## config.mk

```make
export PLATFORM = sky130hd
export DESIGN_NAME = dpt_ram
export DESIGN_NICKNAME = d
export VERILOG_FILES = /design/src/dpt_ram.sv
export SDC_FILE = /design/constraint.sdc
export NUM_CORES = 1
export LEC_CHECK = 0
export ABC_AREA = 1
export CAP_MARGIN = 20
export CELL_PAD_IN_SITES_DETAIL_PLACEMENT = 1
export CELL_PAD_IN_SITES_GLOBAL_PLACEMENT = 2
export CORE_ASPECT_RATIO = 0.75
export CORE_UTILIZATION = 44
export CTS_CLUSTER_SIZE = 28
export DETAILED_ROUTE_END_ITERATION = 10
export DONT_BUFFER_PORTS = 1
export PLACE_DENSITY = 0.81
export SYNTH_ARGS = -nofsm -noshare
export SYNTH_HDL_FRONTEND = slang
export SYNTH_SLANG_ARGS = --single-unit
```

## constraint.sdc

```tcl
create_clock -name clk -period 2.7 [get_ports clk]
set_clock_uncertainty 0.2 [all_clocks]
set_input_delay 0.27 -clock clk [delete_from_list [all_inputs] [get_ports clk]]
set_output_delay 0.27 -clock clk [all_outputs]
set_load 0.005 [all_outputs]
```

## src/dpt_ram.sv

```systemverilog
// Generic single write port, single read port RAM with registered read data.
// No dependencies.
`default_nettype none

module dpt_ram #(
    parameter int WIDTH = 10,
    parameter int DEPTH = 8
) (
    input  wire logic                                        clk,
    input  wire logic                                        we,
    input  wire logic [((DEPTH > 1) ? $clog2(DEPTH) : 1)-1:0] waddr,
    input  wire logic [WIDTH-1:0]                            wdata,
    input  wire logic [((DEPTH > 1) ? $clog2(DEPTH) : 1)-1:0] raddr,
    output logic      [WIDTH-1:0]                            rdata
);
    logic [WIDTH-1:0] mem [DEPTH];

    // Write port and registered read port.
    always_ff @(posedge clk)
    begin
        if (we)
        begin
            mem[waddr] <= wdata;
        end
        rdata <= mem[raddr];
    end
endmodule : dpt_ram

`default_nettype wire

```

# Word level (Yosys, flattened, before mapping)
# Memory sizes are Yosys's and may differ from the RTL's. A register that Yosys moved wholly into a read port is not among the register bits.
# Index checks and enable logic that the tools add are counted.
# W data, S select, Z words.
# word_totals
ff_bits	0
ram_bits	80
input_bits	18
out_inout_bits	10
word_cells	3
memories	1
# mem_list
name	words	width	read_ports	rd_ports_with_merged_regs	wr	line	rtl
mem	8	10	1	1	1	16	logic [WIDTH-1:0] mem [DEPTH];
# op_classes
muxes	2
# op_table
cell	count
$mux W1	2

# Longest topological paths before layout
# logic_depth
ltp_word	2
mapped_depth	8
mapped_depth_nobuf	6

# Worst setup path after synthesis
# No wires, ideal clock.
# synth_path
path_kind	input to register
from	in waddr[0] (netlist bit)
to	mem mem[0][0] (enable)
setup_time_ns	0.376
arrival_time_ns	0.857
setup_slack_ns	1.267
stages	3
path_cell_list	inv_1 -> nand2_1 -> nor2_1
# synth_rtl
element	line	rtl
start, declared	11	input wire logic [((DEPTH > 1) ? $clog2(DEPTH) : 1)-1:0] waddr,
end, declared	16	
# No word-level cell before the write port.

==> results.ini <==
[floorplanning]
die_y_um=82.63
io_pins=28
num_rows=29
dieArea_mm2=0.009047
die_w_um=109.5
initial_core_util=0.4530
core_mm2=0.008418

[min_path]
hold_path.class=primary input to flop

[grt]
antenna_found_initial=0
grt_first_pass_wirelength_um=13300
grt_max_degree=42
grt.total_usage=0.2157
grt_pass1_vias=2518
grt-ovfl-total=0

[sta]
drv_slew=0
finalSetupTns_ps=0
min_period_ps=2387
fmax_mhz=418.9
tightest_slew_ps=850.7
hold_viol=0
finalSetupViolations=0
post-route-period-util=0.8841
maxSlewHeadroom=0.4322
rsz0062_at_grt=false
hold_slack_ps=6.181

[worst_setup_path]
critPathSlowestCell=dlygate4sd3_1
cp_top_family=buffers and inverters
crit_top_cell=dlygate4sd3_1
crit_required_ps=2780
start_kind=primary input
path_cells=dlygate4sd3_1 -> nand2_1 -> dlygate4sd3_1 -> nand2_1 -> dlygate4sd3_1
cp_max_fo=10
crit_type=primary input to flop
crit_arrival_ps=2470
max_stage_delay_ps=910
endpoint_kind=flop
critPathBufInv=3

[pwr]
power_density_mw_per_mm2=702.9
p_sw_mw=0.6161
combPwrFrac=0.058
peakVddDrop_mv=0.5901
p_sw_frac=0.2019
p_leak_nw=1.971
power.share.clock=0.421
seqPwrFrac=0.521
p_int_mw=2.435

[outcome]
run_status=finished clean

[detailed_routing]
avgViaCountPerCell=4.810
via_count=2434
wl_um=8557
first_pass_iters=4
drc=0
routedWlPerCell_um=16.91
postRouteAntennaNets=0
drt_iter0_drc=82

[synth]
syn_area_mm2=0.003814
synth_top_family_by_area=simple AND/OR/NAND/NOR gates
synth_seq_area_share=0.6824
synthMuxAreaShare=0
synth_fa_ha_area_frac=0
ys.warnings.count=0
avgSynthCellArea_um2=10.20
ys_ff_latch=90
synthSimpleGateAreaFrac=0.2008
synth_compound_area_frac=0
postSynthNetCount=392
synthCells=374
synth_xor_area_frac=0
synth.distinct_cells=13

[flow_run]
maxCapViolations=0

[layout]
fillers=939
final_design_area_no_fill_mm2=0.004342
drive_above_1_share=0.08291
nets=411
final_common_cell=nand2_1
area_delta_synth_final_pct=13.85
most-common-layout-cells=nand2_1 (126), inv_1 (84), edfxtp_1 (80)
diodes=0

[clock_tree]
clk_pin_slew_ps=60
tritoncts=done
cts_made_buffers=9
htree_levels=3
clock_latency_ps=340
ctsLongestPathBuffers=2
cts.sinks=90
cts_root_buffer=clkbuf_16

[placed_design]
numPortBuffers=0
gp_congestion=0.6667
post_dp_cell_area_mm2=0.003891
dp_hpwl_um=4911

## through the flow
| step | total power [mW] | util | worst slack, ps | instances |
|---|---|---|---|---|
| after floorplan | 1.740 | - | 1267 | 374 |
| after global placement | 1.753 | 0.4622 | 1154 | 476 |
| after detailed placement | 1.758 | 0.4622 | 1140 | 476 |
| after CTS | 3.084 | 0.5158 | 375.7 | 506 |
| after global routing | 3.159 | 0.5158 | 266.7 | 506 |
| final | 3.052 | 0.5158 | 313.1 | 506 |
## worst register-to-register path: cells and delay by family, from the launching register on
family | cells | cell delay [ps]
simple gates | 5 | 320
flops | 1 | 380
buf+inv | 3 | 1160
## layer usage
metal | track usage | vias up | wire (um) | part of all wire
met5 | 0 | - | 0 | 0
met4 | 0.06133 | 0 | 103 | 0.012
met3 | 0.06829 | 8 | 371 | 0.043
met2 | 0.3774 | 40 | 4127 | 0.48
met1 | 0.2580 | 1194 | 3955 | 0.46
li1 | - | 1192 | - | -
## path summary, 6_finish.rpt
check	end	depth (start not counted)	from	slack, ps
worst max-delay path	rdata[3]	5	raddr[2]	310
worst min-delay path	rdata[1]	4	raddr[1]	6
worst max register to register	rdata[3]	8	mem[4][3]	530
worst min register to register	rdata[8]	6	mem[1][8]	440
## Yosys cell counts, drive strengths merged
master,count,area share
clkinv,1,0.00098
dfxtp,10,0.052
edfxtp,80,0.63
inv,85,0.085
nand2,136,0.14
nor2,8,0.0079
nand3,40,0.052
buf,14,0.031
## final cells by class
class	instances	area (um2)	share of cell area
Sequential cell	90	2603	0.5994
Clock buffer	10	229.0	0.05274
Multi-Input combinational cell	184	765.7	0.1764
Timing Repair Buffer	22	200.2	0.04611
Clock inverter	6	81.33	0.01873
Tap cell	108	135.1	0.03112
Inverter	86	327.8	0.07550
## state kept, by name (all words and copies together), names as in the netlist
signal,count
mem,80
rdata,10
## what timing repair did
| item | in CTS | in global routing |
|---|---|---|
| setup buffers | 0 | 0 |
| gates resized for setup | 0 | 0 |
| hold buffers | 14 | 0 |
| hold endpoints to repair | 90 | 0 |
## power by group through the flow
stage               Sequential [mW]  Clock [mW]  Combinational (mW)
floorplan                      1.62           0               0.125
global placement               1.62           0               0.133
detailed placement             1.62           0               0.137
CTS                            1.59        1.31               0.179
global route                   1.60        1.36               0.200
finish                         1.59        1.29               0.176
## cells by family after synthesis
family | count (synthesis)
buffers and inverters | 100
DFF | 90
and+or+nand+nor | 184
No activity file was read; power rests on OpenSTA's default activity.
