[src/dpt_pkg.sv]
// Package for the drum pad peak trigger.
// Holds the field widths, the register index codes, the sequencer state type
// and the control struct that passes between the sequencer and the peak unit.
`default_nettype none

package dpt_pkg;

    // Field widths.
    localparam int SAMPLE_W = 10;
    localparam int TIME_W   = 32;
    localparam int LOCK_W   = 16;
    localparam int NOTE_W   = 7;
    localparam int VEL_W    = 10;
    localparam int CFG_IDX_W  = 3;
    localparam int CFG_DATA_W = 16;

    // Input modes.
    localparam logic MODE_SAMPLE = 1'b0;
    localparam logic MODE_QUERY  = 1'b1;

    // Configuration register indexes.
    localparam logic [CFG_IDX_W-1:0] CFG_HIT_THRESHOLD  = 3'd0;
    localparam logic [CFG_IDX_W-1:0] CFG_LOCKOUT_MS     = 3'd1;
    localparam logic [CFG_IDX_W-1:0] CFG_NOTE_NUMBER    = 3'd2;
    localparam logic [CFG_IDX_W-1:0] CFG_FIXED_VELOCITY = 3'd3;
    localparam logic [CFG_IDX_W-1:0] CFG_USE_FIXED_VEL  = 3'd4;

    // Sequencer states.
    typedef enum logic [1:0] {
        S_IDLE,
        S_SCAN,
        S_DRAIN,
        S_DECIDE
    } state_t;

    // Control of the shared peak compare unit.
    typedef struct packed {
        logic clear;
        logic en;
    } peak_ctl_t;

endpackage : dpt_pkg

`default_nettype wire

[src/dpt_peak_unit.sv]
// Shared compare unit that keeps the running maximum of the ring entries.
// Depends on dpt_pkg for the control struct and the sample width.
`default_nettype none

module dpt_peak_unit
    import dpt_pkg::*;
(
    input  wire logic                clk,
    input  wire peak_ctl_t           ctl,
    input  wire logic [SAMPLE_W-1:0] din,
    output logic      [SAMPLE_W-1:0] peak
);
    logic [SAMPLE_W-1:0] peak_reg;
    logic [SAMPLE_W-1:0] peak_next;

    // One compare per cycle against the stored maximum.
    always_comb
    begin
        peak_next = peak_reg;
        if (ctl.clear)
        begin
            peak_next = '0;
        end
        else if (ctl.en && (din > peak_reg))
        begin
            peak_next = din;
        end
    end

    always_ff @(posedge clk)
    begin
        peak_reg <= peak_next;
    end

    assign peak = peak_reg;
endmodule : dpt_peak_unit

`default_nettype wire

[config.mk]
export PLATFORM = sky130hd
export DESIGN_NAME = dpt_peak_unit
export DESIGN_NICKNAME = d
export VERILOG_FILES = /design/src/dpt_pkg.sv /design/src/dpt_peak_unit.sv
export SDC_FILE = /design/constraint.sdc
export NUM_CORES = 1
export LEC_CHECK = 0
export CAP_MARGIN = 20
export CORE_UTILIZATION = 53
export DETAILED_ROUTE_END_ITERATION = 8
export DONT_BUFFER_PORTS = 1
export GPL_TIMING_DRIVEN = 1
export PLACE_DENSITY_LB_ADDON = 0.08
export SYNTH_ARGS = -nofsm -noshare
export SYNTH_HDL_FRONTEND = slang
export SYNTH_SLANG_ARGS = --single-unit
export TNS_END_PERCENT = 100
[constraint.sdc]
create_clock -name clk -period 1.7 [get_ports clk]
set_input_delay 0.085 -clock clk [delete_from_list [all_inputs] [get_ports clk]]
set_output_delay 0.085 -clock clk [all_outputs]
set_load 0.1 [all_outputs]
**After elaboration in Yosys (flattened, before gate mapping)**

Cells that the tools add are included.

- Bits in registers: 10
- Input port bits: 13
- Logic and storage cells: 3

- $lt $le $gt $ge: 1
- Reduce and logical (&&, ||, !) cells: 1

Operators by type and width:

| cell | number |
|---|---|
| $gt A10 B10 Y1 | 1 |
| $logic_and A1 B1 Y1 | 1 |

**Logic depth before layout (Yosys ltp)**

Gate-level depths: netlist of run 1.

- Depth in word-level cells: 2
- Gate-level depth with buffers: 8
- Mapped depth without buffers: 7

**Least setup slack after synthesis of run 1**

OpenSTA, ideal clock, no wires.

- Path type: register to register
- From: register peak_reg[7], in the netlist peak[7]
- To: register peak_reg[0], in the netlist peak[0]
- Setup time: 121 ps
- Data arrival time: 2208 ps
- Data required time: 1579 ps
- Slack: -629 ps
- Stages on the path, launching flop included: 8
- Buffers on the path: 1
- Clock period less this slack: 2329 ps
- Cell sequence: dfxtp_1 inv_1 ha_1 a211oi_2 o21bai_1 o311a_1 buf_6 mux2i_1

- Word-level cells in the longest chain between the ends: 2

Ends and longest elaborated chain:

| what | line | RTL |
|---|---|---|
| start, declared | dpt_peak_unit.sv:13 | `logic [SAMPLE_W-1:0] peak_reg;` |
| start signal, assigned | dpt_peak_unit.sv:32 | `peak_reg <= peak_next;` |
| $gt A10 B10 Y1 | dpt_peak_unit.sv:24 | `else if (ctl.en && (din > peak_reg))` |
| $logic_and A1 B1 Y1 | dpt_peak_unit.sv:24 |  |

No other way between the ends.
A chain may end at the register's enable or synchronous reset.

**Final worst setup path of run 1**

- From: register peak_reg[7], in the netlist peak[7]
- To: register peak_reg[7], in the netlist peak[7]

The elaborated chain is that of the path after synthesis.

==> flow_metrics.env, run 1 <==
export IMPL_pre_cts_ws_ns=0.0556
export IMPL_finClkSkew_ns=0.00918
export IMPL_final_setup_tns_ns=-0.237
export IMPL_crit_family="simple AND/OR/NAND/NOR gates"
export IMPL_criticalPathCategory="register to register"
export IMPL_synth_flop_cell="dfxtp_1"
export IMPL_irDropWorstVdd_mv=0.722
export IMPL_critPathLaunchType="register"
export IMPL_crit_start="peak[7]"
export IMPL_dp_hpwl_um=973
export IMPL_die_w_um=38.3
export IMPL_violations="hold timing, setup timing"
export IMPL_avgRoutedWirePerCell_um=20.8
export IMPL_routed_via_density=5.58
export IMPL_setup_ws_ns=-0.0764
export IMPL_grt_pass1_vias=713
export IMPL_drc=0
export IMPL_fin_crit_ns=1.78
export IMPL_place_inst=101
export IMPL_synth_seq_cells=10
export IMPL_clock_fmax_mhz=563
export IMPL_synth_most_common_cell="nand2b_1"
export IMPL_drv_slew=0
export IMPL_swShare_pct=43.4
export IMPL_row_count=12
export IMPL_async_reset_ff_share_pct=0
export IMPL_vias=692
export IMPL_crit_fanout=6
export IMPL_rsz0062_at_grt="yes"
export IMPL_pin_count=23
export IMPL_antenna_found_initial=0
export IMPL_cpMaxStageDelayCell="dfxtp_4"
export IMPL_clockBufferDepth=2
export IMPL_worst_pin_slew_ns=0.304
export IMPL_dpl_cell_area_um2=851
export IMPL_reg2reg_slack_ns=-0.08
export IMPL_synth_edf_count=0
export IMPL_drive_above_1_share_pct=38.2
export IMPL_setup_viol=6
export IMPL_core_area_mm2=0.00117
export IMPL_p_leak_uw=0.000440
export IMPL_grt_start_max_net_pins=14
export IMPL_wl_met3_um=72
export IMPL_cts_tree="built"
export IMPL_clkSlewWorstSetupHoldPaths_ns=0.08
export IMPL_yosys_warnings=0
export IMPL_grt_use_total_pct=32.0
export IMPL_arrival_ns=1.98
export IMPL_wl_met1_mm=1.07
export IMPL_syn_num_nets=101
export IMPL_num_nets_final=134
export IMPL_yosysTopAreaCellShare_pct=28.6
export IMPL_cts_made_buffers=3
export IMPL_cts_root_buffer="clkbuf_4"
export IMPL_synth_area_um2=699
export IMPL_synth_commonest_cells="nand2b_1, inv_1, dfxtp_1, ha_1, mux2i_1"
export IMPL_instances_no_fill=124
export IMPL_wl_met2_mm=1.34
export IMPL_maxCapViolCount=0
export IMPL_max_stage_delay_ns=0.36
export IMPL_drtIter0Drc=25
export IMPL_post_cts_setup_buffer_count=0
export IMPL_ys_seq_area_share_pct=28.6
export IMPL_comb_power_share_pct=46.5
export IMPL_synthDistinctLibCells=17
export IMPL_area_growth_pct=63.1
export IMPL_crit_chain="inv_2 -> ha_4 -> nand4_1 -> nor2_1 -> nand3_1 -> o311a_1 -> buf_6 -> mux2i_2"
export IMPL_p_int_uw=484
export IMPL_numPortBuffers=0
export IMPL_hold_violations=1
export IMPL_synth_area_leaders="dfxtp_1, ha_1, nand2b_1"
export IMPL_hold_slack_ns=-0.0236
export IMPL_grt_ovfl_total=0
export IMPL_max_slew_margin_rel_pct=79.8
export IMPL_post_route_period_util_pct=104
export IMPL_power_uw=856
export IMPL_crit_required_ns=1.90
export IMPL_status="finished, violations left"
export IMPL_synth_top_area_cell="dfxtp_1"
export IMPL_hp_start="ctl[1]"
export IMPL_firstDrtPassIters=4
export IMPL_r2r_start="peak[7]"
export IMPL_cts_max_level=1
export IMPL_globalplace_congestion=0.741
export IMPL_path_buf_inv=2
export IMPL_clkPwrFrac_pct=22.4
export IMPL_antenna_cells=0
export IMPL_end_kind="register"
export IMPL_switching_power_uw=372
export IMPL_top_layer_used="met4"
export IMPL_fp_dieH_um=38.3
export IMPL_syn_instance_count=78
export IMPL_postSynthAreaPerCell_um2=8.97
export IMPL_cts_sinks=10
export IMPL_initial_core_util_pct=59.7
export IMPL_insertion_delay_ns=0.29
export IMPL_seqPwrFrac_pct=31.1
export IMPL_cellPowerDensity_mw_per_mm2=750
export IMPL_grt_pass1_wl_mm=3.06
export IMPL_wl_mm=2.58
export IMPL_ant_nets=0
export IMPL_largest_reg_flops=10
export IMPL_die_area_mm2=0.00147
export IMPL_hold_class="primary input to register"
export IMPL_fin_area_mm2=0.00114
area by class of cell:
class,count,area [µm²]
clock inverter,1,3.75
clock buffer,3,22.5
multi-input combinational,54,531
timing repair buffer,31,288
tap,14,17.5
sequential,10,238
inverter,11,41.3
fill,20,30.0
final timing paths:
check | endpoint | depth (start not counted)
max | peak[7] | 8
min | peak[0] | 2
max reg2reg | peak[7] | 8
min reg2reg | peak[6] | 3
metrics by stage:
stage / util, % / hold WS (ns)
after floorplan: - / 0.230
after global placement: 72.6 / 0.231
after detailed placement: 72.6 / 0.238
after CTS: 91.1 / 0.00317
after global routing: 97.4 / -0.0184
final: 97.4 / -0.0236
routing by layer:
layer	global-route usage [%]	vias up
li1	-	326
met1	32.1	329
met2	59.7	27
met3	6.40	10
met4	17.9	0
met5	0	-
what timing repair did:
| item | in CTS | in global routing |
|---|---|---|
| setup endpoints to repair | 0 | 10 |
| gates resized for setup | 0 | 10 |
| hold buffers | 19 | 0 |
| endpoints found under the hold margin | 10 | 0 |
cell usage in the layout, fill, tap and decap left out:
master and instances:
nand2b_1 20, dlygate4sd3_1 19, dfxtp_4 10, buf_4 10, mux2i_1 9, inv_2 6, ha_4 6, inv_1 5
ha_1 4, clkbuf_4 3, nand4_1 2, nand3_1 2, a21oi_2 2, buf_6 2, a21oi_1 1, nor3_2 1
a211oi_2 1, o21ai_1 1, o21bai_1 1, a21o_1 1, nor2_1 1, o311a_1 1, mux2i_2 1, clkinv_1 1
power groups by stage:
stage / Clock (µW) / Sequential [µW] / Combinational [µW]
final: 191 / 266 / 398
after detailed placement: 0 / 268 / 306
after global routing: 207 / 267 / 415
after global placement: 0 / 267 / 302
after floorplan: 0 / 412 / 115
after CTS: 183 / 262 / 345
cell families after synthesis:
group,share of synthesized area [%]
multiplexers,14.3
AND/OR/NAND/NOR,22.4
buffers and inverters,8.59
AO/OA/AOI/OAI,8.23
adder cells (fa/ha/maj),17.9
flip-flops,28.6
Note: power is estimated with default switching activity, not from simulation.
==> inputs of run 2 (changes only) <==
- ABC_AREA: unset -> 1
==> run 2 against run 1 <==
The run now ends clean. Final cell count increased by 15%. Maximum frequency increased by 13%. Sequential cell count did not move. Largest power group unchanged. Die area rose by 17%. Via count grew 3.6%. Largest cell class unchanged. Register-to-register slack gained 0.20 ns. Combinational power up 32%.
==> flow_metrics.env, run 2 <==
export IMPL_status="complete, no violations"
export IMPL_insertion_delay_ns=0.26
export IMPL_clkSlewWorstSetupHoldPaths_ns=0.08
export IMPL_cts_sinks=10
export IMPL_antenna_cells=0
export IMPL_synth_seq_cells=10
export IMPL_hold_violations=0
export IMPL_clock_fmax_mhz=636
export IMPL_antenna_found_initial=0
export IMPL_die_area_mm2=0.00172
export IMPL_drv_slew=0
export IMPL_critPathLaunchType="register"
export IMPL_synth_simple_gate_area_share_pct=34.3
export IMPL_maxCapViolCount=0
export IMPL_row_count=13
export IMPL_crit_required_ns=1.86
export IMPL_muxShareOfSynthArea_pct=0
export IMPL_cpMaxStageDelayCell="dfxtp_4"
export IMPL_syn_instance_count=116
export IMPL_fin_area_um2=971
export IMPL_drive_above_1_share_pct=35.2
export IMPL_end_kind="register"
export IMPL_cellPowerDensity_mw_per_mm2=1020
export IMPL_setup_ws_ns=0.127
export IMPL_crit_fanout=12
export IMPL_drtIter0Drc=4
export IMPL_pin_count=23
export IMPL_post_cts_setup_buffer_count=0
export IMPL_grt_start_max_net_pins=21
export IMPL_hold_slack_ns=0.0345
export IMPL_synthXorXnorAreaFrac_pct=0
export IMPL_criticalPathCategory="register to register"
export IMPL_synthAdderAreaFrac_pct=15.1
export IMPL_n_fill_cell=142
export IMPL_final_cell_mix="inv_1, nand2_1, buf_4"
export IMPL_synth_top_area_cell="dfxtp_1"
export IMPL_post_route_period_util_pct=92.5
export IMPL_vias=717
export IMPL_async_reset_ff_share_pct=0
export IMPL_max_stage_delay_ns=0.34
export IMPL_grt_pass1_vias=719
export IMPL_finClkSkew_ns=0.00115
export IMPL_globalplace_congestion=0.788
export IMPL_synth_compound_area_share_pct=8.62
export IMPL_fin_crit_ns=1.57
export IMPL_ys_seq_area_share_pct=24.2
export IMPL_yosys_warnings=0
export IMPL_setup_viol=0
export IMPL_ant_nets=0
export IMPL_dpl_cell_area_um2=942
export IMPL_largest_reg_flops=10
export IMPL_fp_dieH_um=41.5
export IMPL_crit_chain="inv_1 -> ha_1 -> nand2_1 -> nor2_1 -> nand3_1 -> nand3_2 -> buf_4 -> nand3_2 -> nand2_1 -> nor2_2"
export IMPL_synth_top_family_by_area="simple AND/OR/NAND/NOR gates"
export IMPL_dp_hpwl_mm=1.25
export IMPL_postSynthAreaPerCell_um2=7.13
export IMPL_syn_num_nets=139
export IMPL_avgRoutedWirePerCell_um=10.9
export IMPL_final_setup_tns_ns=0
export IMPL_wl_mm=1.56
export IMPL_area_growth_pct=17.4
export IMPL_cts_root_buffer="clkbuf_4"
export IMPL_cts_tree="built"
export IMPL_synth_flop_cell="dfxtp_1"
export IMPL_grt_pass1_wl_mm=2.78
export IMPL_grt_use_total_pct=20.6
export IMPL_synth_area_leaders="dfxtp_1, ha_1, nand3_2"
export IMPL_initial_core_util_pct=59.8
export IMPL_firstDrtPassIters=2
export IMPL_routed_via_density=5.01
export IMPL_grt_ovfl_total=0
export IMPL_num_nets_final=152
export IMPL_hold_class="primary input to register"
export IMPL_synth_edf_count=0
export IMPL_cts_made_buffers=3
export IMPL_numPortBuffers=0
export IMPL_irDropWorstVdd_mv=0.707
export IMPL_die_w_um=41.5
export IMPL_clockBufferDepth=2
export IMPL_worst_pin_slew_ns=0.292
export IMPL_synth_commonest_cells="inv_1, nand2_1, nand3_2, dfxtp_1, ha_1"
export IMPL_drc=0
export IMPL_core_area_mm2=0.00138
export IMPL_cts_max_level=1
export IMPL_synth_area_um2=827
export IMPL_p_leak_uw=0.000500
export IMPL_pre_cts_ws_ns=0.0788
export IMPL_final_util_pct=70.2
export IMPL_max_slew_margin_rel_pct=80.4
export IMPL_synthDistinctLibCells=17
export IMPL_rsz0062_at_grt="no"
export IMPL_arrival_ns=1.73
export IMPL_yosysTopAreaCellShare_pct=24.2
[run 2: cells by family (layout without fill, tap and decap cells)]
family	Yosys count	in the layout
flip-flops	10	10
AND/OR/NAND/NOR	52	52
AO/OA/AOI/OAI	12	12
adder cells (fa/ha/maj)	10	10
buffers and inverters	32	44
[run 2: final cells by class]
type                    instances  area, µm²  share of cell area (%)
clock buffers                   4       26.3                    2.71
repair buffers                 12       90.1                    9.28
multi-input cells              74        493                    50.8
flip-flops and latches         10        235                    24.2
inverters                      28        108                    11.1
well taps                      15       18.8                    1.93
[run 2: routing by layer]
metal / global-route usage (%) / wire length [µm]
met2: 37.2 / 772
met4: 7.74 / 12
met3: 4.35 / 65
met1: 23.3 / 707
met5: 0 / 0
[run 2: stage by stage]
stage	std cells	power (µW)
after global routing	143	1060
after global placement	139	803
final	143	991
after detailed placement	139	818
after floorplan	116	739
after CTS	143	998
[run 2: power by group]
group          switching (µW)  total [µW]  internal (µW)
sequential               14.1         283            269
clock                    91.5         182           90.6
combinational             385         526            141
total                     490         991            501
[run 2: timing repair]
action | CTS | global route
hold buffers | 0 | 0
gates resized for setup | 0 | 2
endpoints found under the setup margin | 0 | 8
[run 2: final timing paths]
| check | startpoint | endpoint | slack, ns | cells after the start |
|---|---|---|---|---|
| max | peak[5] | peak[3] | 0.13 | 10 |
| min reg2reg | peak[0] | peak[0] | 0.77 | 3 |
| max reg2reg | peak[5] | peak[3] | 0.13 | 10 |
| min | din[1] | peak[1] | 0.03 | 4 |
[run 2: critical path: cells and delay by family, from the launching register on]
| kind | cells | cell delay (ns) |
|---|---|---|
| adders and majority gates | 1 | 0.28 |
| buffers and inverters | 2 | 0.25 |
| DFF | 1 | 0.34 |
| and+or+nand+nor | 7 | 0.61 |
